File: config.mk
export PLATFORM = sky130hd
export DESIGN_NAME = stable_priority_queue
export DESIGN_NICKNAME = d
export VERILOG_FILES = /design/src/sv/spq_pkg.sv /design/src/sv/spq_ram.sv /design/src/sv/stable_priority_queue.sv
export SDC_FILE = /design/constraint.sdc
export NUM_CORES = 1
export LEC_CHECK = 0
export ABC_AREA = 1
export BUFFER_PORTS_ARGS = -buffer_cell sky130_fd_sc_hd__buf_2
export CAP_MARGIN = 20
export CORE_MARGIN = 4
export CORE_UTILIZATION = 45
export DETAILED_ROUTE_END_ITERATION = 16
export GPL_TIMING_DRIVEN = 1
export SLEW_MARGIN = 25
export SYNTH_ARGS = -nofsm -noshare
export SYNTH_HDL_FRONTEND = slang
export SYNTH_SLANG_ARGS = --single-unit
File: constraint.sdc
create_clock -name clk -period 9.8 [get_ports clk]
set_input_delay 0.98 -clock clk [delete_from_list [all_inputs] [get_ports clk]]
set_output_delay 0.98 -clock clk [all_outputs]
set_load 0.005 [all_outputs]
File: src/sv/spq_pkg.sv
`timescale 1ns / 1ps
// ----------------------------------------------------------------------------
// spq_pkg
// Shared types and constants of the stable priority queue: operation and
// status codes, field widths and the control state encoding.
// ----------------------------------------------------------------------------
package spq_pkg;

  // default sizing
  localparam int DEPTH_DEF    = 16;
  localparam int TAG_BITS_DEF = 16;

  // request and result field widths
  localparam int IN_TAG_W = 16;
  localparam int KIND_W   = 8;
  localparam int PRIO_W   = 16;
  localparam int CNT_W    = 5;
  localparam int STAT_W   = 2;

  // packed stream widths
  localparam int IN_DATA_W  = 40;
  localparam int OUT_DATA_W = 48;

  // operation codes (in_tuser)
  localparam logic FN_INSERT = 1'b0;
  localparam logic FN_REMOVE = 1'b1;

  // status codes (out_tuser)
  typedef logic [STAT_W-1:0] status_t;
  localparam status_t ST_OK     = 2'd0;
  localparam status_t ST_BADTAG = 2'd1;
  localparam status_t ST_FULL   = 2'd2;
  localparam status_t ST_EMPTY  = 2'd3;

  // control sequencer
  typedef enum logic [2:0] {
    S_IDLE,
    S_SCAN,
    S_SHIFT,
    S_POP,
    S_DONE
  } state_t;

endpackage

File: src/sv/spq_ram.sv
`timescale 1ns / 1ps
// ----------------------------------------------------------------------------
// spq_ram
// Simple dual-port RAM: one write port, one read port with registered data.
// ----------------------------------------------------------------------------
module spq_ram #(
  parameter  int WIDTH = 8,
  parameter  int DEPTH = 16,
  localparam int AW    = $clog2(DEPTH)
) (
  input  logic             clk,
  input  logic             we,
  input  logic [AW-1:0]    waddr,
  input  logic [WIDTH-1:0] wdata,
  input  logic             re,
  input  logic [AW-1:0]    raddr,
  output logic [WIDTH-1:0] rdata
);

  logic [WIDTH-1:0] mem [DEPTH];
  logic [WIDTH-1:0] rdata_r;

  // write and registered read
  always_ff @(posedge clk) begin
    if (we) begin
      mem[waddr] <= wdata;
    end
    if (re) begin
      rdata_r <= mem[raddr];
    end
  end

  assign rdata = rdata_r;

endmodule

File: src/sv/stable_priority_queue.sv
`timescale 1ns / 1ps
// An insert scans every entry, then moves the entries that go behind it back one by one,
// last entry first; a duplicate or full reject ends after the scan. A remove reads the
// head entry; a remove on an empty queue and a zero tag go straight to the result.
// One request at a time; the next is taken while a result waits at the output.
// Reset (rst_n low, synchronous) empties the queue; no RAM clearing pass.
// ----------------------------------------------------------------------------
// stable_priority_queue
// Bounded priority queue kept sorted in a circular RAM buffer, lowest
// priority first, equal priorities in arrival order.
// ----------------------------------------------------------------------------
module stable_priority_queue
  import spq_pkg::*;
#(
  parameter int DEPTH    = DEPTH_DEF,
  parameter int TAG_BITS = TAG_BITS_DEF
) (
  input  logic                  clk,
  input  logic                  rst_n,
  // request channel
  input  logic                  in_tvalid,
  output logic                  in_tready,
  input  logic [IN_DATA_W-1:0]  in_tdata,   // tag[15:0], kind[23:16], priority_req[39:24]
  input  logic                  in_tuser,   // func[0]
  // result channel
  output logic                  out_tvalid,
  input  logic                  out_tready,
  output logic [OUT_DATA_W-1:0] out_tdata,  // count[4:0], out_tag[20:5], out_kind[28:21],
                                            // out_priority[44:29], zero[47:45]
  output logic [STAT_W-1:0]     out_tuser   // status[1:0]
);

  localparam int AW = $clog2(DEPTH);
  localparam int CW = $clog2(DEPTH + 1);
  localparam int EW = TAG_BITS + KIND_W + PRIO_W;

  // logical position to RAM address, relative to the head
  function automatic logic [AW-1:0] phys(input logic [AW-1:0] h, input logic [CW-1:0] l);
    logic [CW:0] s;
    s = (CW+1)'(h) + (CW+1)'(l);
    if (s >= (CW+1)'(DEPTH)) begin
      s = s - (CW+1)'(DEPTH);
    end
    return s[AW-1:0];
  endfunction

  // control state
  state_t                   state_r, state_nxt;
  logic [CW-1:0]            count_r, count_nxt;
  logic [AW-1:0]            head_r, head_nxt;
  logic                     pend_r, pend_nxt;
  logic                     out_valid_r, out_valid_nxt;

  // request and working payload
  logic [TAG_BITS-1:0]      req_tag_r, req_tag_nxt;
  logic [KIND_W-1:0]        req_kind_r, req_kind_nxt;
  logic signed [PRIO_W-1:0] req_prio_r, req_prio_nxt;
  logic [CW-1:0]            idx_r, idx_nxt;
  logic [CW-1:0]            pend_idx_r, pend_idx_nxt;
  logic [CW-1:0]            pos_r, pos_nxt;
  logic                     dup_r, dup_nxt;
  status_t                  res_status_r, res_status_nxt;
  logic [TAG_BITS-1:0]      res_tag_r, res_tag_nxt;
  logic [KIND_W-1:0]        res_kind_r, res_kind_nxt;
  logic [PRIO_W-1:0]        res_prio_r, res_prio_nxt;
  logic [OUT_DATA_W-1:0]    out_data_r, out_data_nxt;
  status_t                  out_user_r, out_user_nxt;

  // RAM port
  logic                     ram_we, ram_re;
  logic [AW-1:0]            ram_waddr, ram_raddr;
  logic [EW-1:0]            ram_wdata, ram_rdata;

  // decoded request and read entry
  logic                     accept;
  logic [31:0]              in_tag32;
  logic [TAG_BITS-1:0]      in_tag;
  logic [TAG_BITS-1:0]      rd_tag;
  logic [KIND_W-1:0]        rd_kind;
  logic signed [PRIO_W-1:0] rd_prio;
  logic                     scan_issue, scan_end, sh_issue, sh_end, out_free;
  logic [31:0]              cnt32, tag32;

  assign in_tready = (state_r == S_IDLE);
  assign accept    = in_tvalid && in_tready;
  assign in_tag32  = 32'(in_tdata[15:0]);
  assign in_tag    = in_tag32[TAG_BITS-1:0];

  assign rd_tag  = ram_rdata[TAG_BITS-1:0];
  assign rd_kind = ram_rdata[TAG_BITS +: KIND_W];
  assign rd_prio = $signed(ram_rdata[TAG_BITS+KIND_W +: PRIO_W]);

  assign scan_issue = (state_r == S_SCAN) && (idx_r < count_r);
  assign scan_end   = (state_r == S_SCAN) && !scan_issue && !pend_r;
  assign sh_issue   = (state_r == S_SHIFT) && (idx_r > pos_r);
  assign sh_end     = (state_r == S_SHIFT) && !sh_issue && !pend_r;
  assign out_free   = !out_valid_r || out_tready;

  assign cnt32 = 32'(count_r);
  assign tag32 = 32'(res_tag_r);

  spq_ram #(
    .WIDTH (EW),
    .DEPTH (DEPTH)
  ) u_spq_ram (
    .clk   (clk),
    .we    (ram_we),
    .waddr (ram_waddr),
    .wdata (ram_wdata),
    .re    (ram_re),
    .raddr (ram_raddr),
    .rdata (ram_rdata)
  );

  // next state
  always_comb begin
    state_nxt = state_r;
    unique case (state_r)
      S_IDLE: begin
        if (accept) begin
          if (in_tuser == FN_REMOVE) begin
            state_nxt = (count_r == '0) ? S_DONE : S_POP;
          end else begin
            state_nxt = (in_tag == '0) ? S_DONE : S_SCAN;
          end
        end
      end
      S_SCAN: begin
        if (scan_end) begin
          state_nxt = (dup_r || count_r == CW'(DEPTH)) ? S_DONE : S_SHIFT;
        end
      end
      S_SHIFT: begin
        if (sh_end) begin
          state_nxt = S_DONE;
        end
      end
      S_POP: begin
        state_nxt = S_DONE;
      end
      S_DONE: begin
        if (out_free) begin
          state_nxt = S_IDLE;
        end
      end
      default: begin
        state_nxt = S_IDLE;
      end
    endcase
  end

  // datapath, RAM access and result staging
  always_comb begin
    count_nxt      = count_r;
    head_nxt       = head_r;
    pend_nxt       = 1'b0;
    req_tag_nxt    = req_tag_r;
    req_kind_nxt   = req_kind_r;
    req_prio_nxt   = req_prio_r;
    idx_nxt        = idx_r;
    pend_idx_nxt   = pend_idx_r;
    pos_nxt        = pos_r;
    dup_nxt        = dup_r;
    res_status_nxt = res_status_r;
    res_tag_nxt    = res_tag_r;
    res_kind_nxt   = res_kind_r;
    res_prio_nxt   = res_prio_r;
    out_valid_nxt  = out_valid_r && !out_tready;
    out_data_nxt   = out_data_r;
    out_user_nxt   = out_user_r;
    ram_we         = 1'b0;
    ram_waddr      = '0;
    ram_wdata      = '0;
    ram_re         = 1'b0;
    ram_raddr      = '0;

    unique case (state_r)
      S_IDLE: begin
        // latch request, start head read for a remove on a nonempty queue
        if (accept) begin
          req_tag_nxt    = in_tag;
          req_kind_nxt   = in_tdata[23:16];
          req_prio_nxt   = $signed(in_tdata[39:24]);
          idx_nxt        = '0;
          pos_nxt        = '0;
          dup_nxt        = 1'b0;
          res_status_nxt = ST_OK;
          res_tag_nxt    = '0;
          res_kind_nxt   = '0;
          res_prio_nxt   = '0;
          if (in_tuser == FN_REMOVE) begin
            if (count_r == '0) begin
              res_status_nxt = ST_EMPTY;
            end else begin
              ram_re    = 1'b1;
              ram_raddr = head_r;
            end
          end else if (in_tag == '0) begin
            res_status_nxt = ST_BADTAG;
          end
        end
      end
      S_SCAN: begin
        // walk all entries: look for the tag, count those not behind the new one
        if (scan_issue) begin
          ram_re    = 1'b1;
          ram_raddr = phys(head_r, idx_r);
          idx_nxt   = idx_r + CW'(1);
          pend_nxt  = 1'b1;
        end
        if (pend_r) begin
          if (rd_tag == req_tag_r) begin
            dup_nxt = 1'b1;
          end
          if (rd_prio <= req_prio_r) begin
            pos_nxt = pos_r + CW'(1);
          end
        end
        if (scan_end) begin
          if (dup_r) begin
            res_status_nxt = ST_BADTAG;
          end else if (count_r == CW'(DEPTH)) begin
            res_status_nxt = ST_FULL;
          end else begin
            idx_nxt = count_r;
          end
        end
      end
      S_SHIFT: begin
        // move the tail back by one, last entry first, then place the new one
        if (sh_issue) begin
          ram_re       = 1'b1;
          ram_raddr    = phys(head_r, idx_r - CW'(1));
          idx_nxt      = idx_r - CW'(1);
          pend_idx_nxt = idx_r - CW'(1);
          pend_nxt     = 1'b1;
        end
        if (pend_r) begin
          ram_we    = 1'b1;
          ram_waddr = phys(head_r, pend_idx_r + CW'(1));
          ram_wdata = ram_rdata;
        end
        if (sh_end) begin
          ram_we    = 1'b1;
          ram_waddr = phys(head_r, pos_r);
          ram_wdata = {req_prio_r, req_kind_r, req_tag_r};
          count_nxt = count_r + CW'(1);
        end
      end
      S_POP: begin
        // take the head entry and advance the head
        res_tag_nxt  = rd_tag;
        res_kind_nxt = rd_kind;
        res_prio_nxt = rd_prio;
        head_nxt     = phys(head_r, CW'(1));
        count_nxt    = count_r - CW'(1);
      end
      S_DONE: begin
        // hand the result to the output register once it is free
        if (out_free) begin
          out_valid_nxt = 1'b1;
          out_user_nxt  = res_status_r;
          out_data_nxt  = {3'b000, res_prio_r, res_kind_r, tag32[15:0], cnt32[CNT_W-1:0]};
        end
      end
      default: begin
      end
    endcase
  end

  // control registers
  always_ff @(posedge clk) begin
    if (!rst_n) begin
      state_r     <= S_IDLE;
      count_r     <= '0;
      head_r      <= '0;
      pend_r      <= 1'b0;
      out_valid_r <= 1'b0;
    end else begin
      state_r     <= state_nxt;
      count_r     <= count_nxt;
      head_r      <= head_nxt;
      pend_r      <= pend_nxt;
      out_valid_r <= out_valid_nxt;
    end
  end

  // payload registers
  always_ff @(posedge clk) begin
    req_tag_r    <= req_tag_nxt;
    req_kind_r   <= req_kind_nxt;
    req_prio_r   <= req_prio_nxt;
    idx_r        <= idx_nxt;
    pend_idx_r   <= pend_idx_nxt;
    pos_r        <= pos_nxt;
    dup_r        <= dup_nxt;
    res_status_r <= res_status_nxt;
    res_tag_r    <= res_tag_nxt;
    res_kind_r   <= res_kind_nxt;
    res_prio_r   <= res_prio_nxt;
    out_data_r   <= out_data_nxt;
    out_user_r   <= out_user_nxt;
  end

  assign out_tvalid = out_valid_r;
  assign out_tdata  = out_data_r;
  assign out_tuser  = out_user_r;

endmodule

Word-level counts from Yosys, hierarchy flattened
Memory sizes are Yosys's and may differ from the RTL's. A register that Yosys moved wholly into a read port is not among the register bits.
Cells that the tools add are included.
W data, S select, Z words.
{ "totals": {"reg_bits": 159, "latch_bits": 0, "ramBits": 640, "rom_bits": 0, "in_bits": 45, "out_inout_bits": 52, "wordCells": 159, "n_memories": 1} }
{ "mem_list": {"columns": ["memory", "words", "width", "read_ports", "rd_clocked_by_memory_dff", "write_ports", "line", "source"], "rows": [
  ["u_spq_ram.mem", 16, 40, 1, 1, 1, "spq_ram.sv:20", "logic [WIDTH-1:0] mem [DEPTH];"]
]} }
{ "classes": {"add_sub_neg": 16, "mul": 0, "n_div": 0, "order_cmp": 8, "n_eq_ne": 15, "shift": 0, "muxes": 69, "bitwise_logic": 0, "reduce_logical": 32} }
{ "ops": {"columns": ["operator", "n"], "rows": [
  ["$mux W40", 3],
  ["$pmux W16 S2", 2],
  ["$mux W4", 13],
  ["$mux W5", 9],
  ["$add A4 B5 Y6", 4],
  ["$ge A6 B5 Y1 const B", 4],
  ["$mux W3", 8],
  ["$add A5 B1 Y5 const B", 4],
  ["$pmux W5 S2", 2],
  ["$sub A4 B1 Y4 const B", 5],
  ["$eq A16 B16 Y1", 1],
  ["$le A16 B16 Y1", 1],
  ["$logic_not A16 Y1", 1],
  ["$mux W1", 16],
  ["$mux W16", 1],
  ["$pmux W8 S2", 1],
  ["$reduce_and A4 Y1", 4],
  ["$pmux W3 S5", 1],
  ["$pmux W5 S3", 1],
  ["$mux W2", 6],
  ["$pmux W4 S3", 1],
  ["$ne A2 B2 Y1 const B", 5],
  ["$reduce_and A2 Y1", 5],
  ["$sub A5 B1 Y5 const B", 2],
  ["other kinds (22)", 40]
]} }

Longest topological paths before layout
{ "depth": {"word_depth": 9, "mapped_depth": 16} }

Modules after synthesis
Synthesis repeated with hierarchy kept, for this count alone.
{ "unflattened": {"hier_cells": 3403, "hier_area_um2": 36845.3} }
{ "modules_own_cells": {"columns": ["mod", "n_inst", "cells_each", "area_each_um2", "seq_area_each_um2"], "rows": [
  ["spq_ram", 1, 2643, 28753.8, 20419.6],
  ["stable_priority_queue", 1, 760, 8091.5, 4604.4]
]} }

Worst setup path after synthesis
No wires, ideal clock.
{ "synth_path": {"path_type": "input port to flip-flop", "start": "input port in_tvalid", "end": "register res_kind_r[0] (enable)", "setup_ns": 0.493, "t_arrival_ns": 3.886, "slack_ns": 5.421, "path_stages": 2, "path_buffers": 0, "cell_sequence": "inv_1 > o21ai_0"} }
{ "synth_via": {"elab_chain_len": 3} }
{ "synth_lines": {"columns": ["element", "line", "source"], "rows": [
  ["from (decl)", "stable_priority_queue.sv:21", "input logic in_tvalid,"],
  ["$logic_and A1 B1 Y1", "stable_priority_queue.sv:85", "assign accept = in_tvalid && in_tready;"],
  ["$ne A2 B1 Y1 (no line)", null, null],
  ["$reduce_and A2 Y1 (no line)", null, null],
  ["to (signal assigned)", "stable_priority_queue.sv:299", "res_kind_r <= res_kind_nxt;"],
  ["to (decl)", "stable_priority_queue.sv:64", "logic [KIND_W-1:0] res_kind_r, res_kind_nxt;"]
]} }
No other way between the ends.
A chain may end at the register's enable or synchronous reset.

Worst setup path in the final report
{ "layout_path": {"start": "register idx_r[2]", "end": "register u_spq_ram.rdata_r[36], in the netlist u_spq_ram.rdata[36] (read register of u_spq_ram.mem), data pin"} }
{ "layout_via": {"elab_chain_len": 6, "elab_cells_between_ends": 19, "classes_between": "5 x add/sub; 4 x order compare; 8 x mux; 2 x reduce/logical"} }
{ "layout_lines": {"columns": ["element", "line", "source"], "rows": [
  ["from (decl)", "stable_priority_queue.sv:58", "logic [CW-1:0] idx_r, idx_nxt;"],
  ["from (signal assigned)", "stable_priority_queue.sv:293", "idx_r <= idx_nxt;"],
  ["$sub A5 B1 Y5", "stable_priority_queue.sv:233", "ram_raddr = phys(head_r, idx_r - CW'(1));"],
  ["$add A4 B5 Y6", "stable_priority_queue.sv:40", "s = (CW+1)'(h) + (CW+1)'(l);"],
  ["$ge A6 B5 Y1 or $sub A4 B1 Y4 (tied branches)", "stable_priority_queue.sv:41, stable_priority_queue.sv:42", null],
  ["$mux W4", "stable_priority_queue.sv:41", "if (s >= (CW+1)'(DEPTH)) begin"],
  ["$mux W4", "stable_priority_queue.sv:231", "if (sh_issue) begin"],
  ["$pmux W4 S3", "stable_priority_queue.sv:177", "unique case (state_r)"],
  ["to (decl)", "spq_ram.sv:21", "logic [WIDTH-1:0] rdata_r;"]
]} }
Several ways; a longest one is shown, not always the timed one.

==> metrics <==
Overflow after GRT=0; first-pass GRT wire length=153000 um; Die ar.=0.0886 mm^2; Worst-path clk slew=60 ps; Die Span Y=298 um; vias in the first global route=24221; Core Rows=105; launch point of the worst path=idx_r[2]; cells after synthesis=3526; DRT iter0 DRCs=2658; #FFs+latches synth=838; leakage power=17.7 nW; Max VDD drop=0.000147 V; startpoint types=flip-flop; placer congestion estimate=0.802; Finished Cell Area=0.0422 mm^2; Sequential Area=0.0250 mm^2; layout cell share with drive strength beyond 1=9.42%; f_max=209 MHz; Power Dens Cells=250 mW/mm^2; Tot GR Track Use=22.5%; CTS tree=yes; Final Skew=25.5 ps; largest net degree at the start of global routing=209; slew margin rel.=14.0%; gr busiest metal=met2; grt met3 use=4.87%; drt drc=0; CTS max path bufs=3; R2R cell count=14; drt pass-1 iters=5; RSZ-0062 raised after global routing=false; worst reg2reg startpoint=idx_r[2]; count of cell types in the netlist=39; CP endpoint=u_spq_ram.rdata[36]; Root Buffer=clkbuf_16; Vias/cell=5.49; Worst-Skew Late Latency=640 ps; period utilisation layout=48.9%; Critical Path Fanout Max=178; cts hold-fix bufs=0; Routed Antenna Nets=0; setup_tns=0 ps; footprint of the multi-input gates=0.00920 mm^2; Synth Flop Type=edfxtp_1; dpl hpwl=52900 um; FFs w/ async S/R, synth=0%; WP data arrival=5160 ps; CP Capture Type=flip-flop; status=completed; total power=0.0105 W; Yosys warnings=0; initial antenna violation count=0; area leader, netlist=edfxtp_1; Seq/Total Area, Yosys=66.3%; Die W=298 um; Crit Reg-Reg Endpoint=u_spq_ram.rdata[36]; # resized after CTS=0; total routed wirelength=101000 um; synth top area cells=edfxtp_1, nand3_1, inv_1, nand4_1, nand2_1; IO buf count=93; R2R Setup Slk=5010 ps; Starting Density=45.7%; setup violators final=0; Worst Tran Pin Value=1290 ps; Hold Crit Class=flip-flop to flip-flop; nets=3651; Post-CTS Setup Inserts=0; # IOs=97; ant diodes=0; Final min period=4790 ps; Max H-tree Level=3; number of synthesized flops with an enable pin=824; clk sink count=838; drt wl/cell=21.6 um; core region area=0.0826 mm^2; routing usage on met2=34.7%; fillers=7258; Avg Cell Area, Syn=10.7 um^2; Synth Cell Area=0.0377 mm^2; max-cap violations=0; Max Slew Vio Count=0; CP required=10170 ps; total clock buffers created by CTS=87; Vias=25771; Crit Path Class=flip-flop to flip-flop; dpl cell area=0.0393 mm^2; area delta synth->final=11.7%; Yosys top cell area share=65.6%; Final Hold Viols=0; met1 Use GR=32.3%
## layout by cell type (no fill, tap or decap), types with 3 or more instances in the layout
cell type / n
clkinv_1: 18
nand2_1: 461
buf_12: 5
o22ai_1: 12
clkbuf_16: 87
o21ai_0: 32
buf_2: 94
dfxtp_1: 14
clkinv_2: 16
nor2_1: 80
xor2_1: 16
nor2_4: 20
inv_2: 9
nand4_1: 327
bufinv_16: 8
nand3_1: 583
conb_1: 3
clkbuf_1: 20
ha_1: 45
inv_1: 761
buf_4: 56
o21ai_2: 11
nor2_2: 3
o22ai_2: 14
a21oi_1: 37
fa_1: 5
nor4_1: 5
nor3_1: 10
xnor2_1: 13
edfxtp_1: 824
a31oi_1: 3
## worst min path at each step
stage | cells after the start | end | start | slack [ps]
floorplan | 0 | out_tdata[10] | res_tag_r[5] | 400
global placement | 0 | out_tdata[11] | res_tag_r[6] | 400
detailed placement | 0 | out_tdata[12] | res_tag_r[7] | 400
CTS | 0 | out_tdata[16] | res_tag_r[11] | 420
global route | 0 | out_tdata[34] | res_prio_r[5] | 420
finish | 0 | out_tdata[41] | res_prio_r[12] | 420
## power by group
| group | total [W] | leakage, nW | switching, W | internal (W) |
|---|---|---|---|---|
| sequential | 0.00471 | 7.54 | 0.000168 | 0.00454 |
| clock | 0.00319 | 1.32 | 0.00135 | 0.00184 |
| combinational | 0.00263 | 8.84 | 0.00192 | 0.000717 |
## area by class of cell
type	count	area share, %
clock buffers	107	5.34
clock inverters	46	1.05
inverters	771	6.87
multi-input cells	1702	21.8
flip-flops and latches	838	59.4
well taps	1070	3.18
repair buffers	156	2.39
## kinds of logic (layout without fill, tap and decap cells)
logic type,after synthesis,in the layout,share of synthesized area [%]
AND/OR/NAND/NOR,1502,1502,19.3
buffers and inverters,988,1080,10.2
flip-flops,838,838,66.3
AO/OA/AOI/OAI,118,118,1.72
adder cells (fa/ha/maj),50,50,1.76
XOR/XNOR,29,29,0.673
other,1,3,0.00994
## synth_stat cells (2+ instances only)
master and n:
nand3_1 583, o21ai_0 44, a31oi_1 3, nor4_1 5
xor2_1 16, clkbuf_1 105, inv_2 8, edfxtp_1 824
nand4_2 2, o22ai_1 25, nand3_2 3, nor2_1 98
nor3_1 10, inv_1 763, buf_1 31, ha_1 45
nand4_1 327, dfxtp_1 14, fa_1 5, a21oi_1 38
nor2_2 4, buf_4 16, nand2_1 463, or2_2 2
a211oi_1 2, buf_2 65, xnor2_1 13
## stage by stage
stage	worst slack (ps)	util [%]	hold WS (ps)	std cells
2_1_floorplan	5420	-	400	3528
3_3_place_gp	5110	47.5	402	4534
3_5_place_dp	5000	47.6	405	4535
4_1_cts	4960	50.9	416	4688
5_1_grt	4730	51.0	420	4690
6_report	5010	51.0	415	4690
## worst max-delay path: stages, from the launching register on
cell and delay, ps:
edfxtp_1 500, ha_1 360, nand2_1 60, nand2_1 50, nand2_1 50, nand3_1 190, nand4_4 140, buf_12 550
buf_4 740, buf_4 880, nand4_1 160, nand3_1 150, nand3_1 130, nand3_1 140, nand2_1 90
## routing by layer
layer  up-vias  wire, um  share of wire [%]
met1     12525     43700                 43
met5         -         0                  0
met4         0      2560                2.5
met3       166      8980                8.9
met2      1007     46100                 46
li1      12073         -                  -
## state kept, by name, summed over array words and instances, names as in the netlist, 5 cells and up
| signal | count |
|---|---|
| req_kind_r | 8 |
| req_tag_r | 16 |
| u_spq_ram.mem | 640 |
| u_spq_ram.rdata | 40 |
| pos_r | 5 |
| res_tag_r | 16 |
| count_r | 5 |
| res_kind_r | 8 |
| req_prio_r | 16 |
| out_tdata | 45 |
| res_prio_r | 16 |
| idx_r | 5 |
No activity file was read; power rests on OpenSTA's default activity.
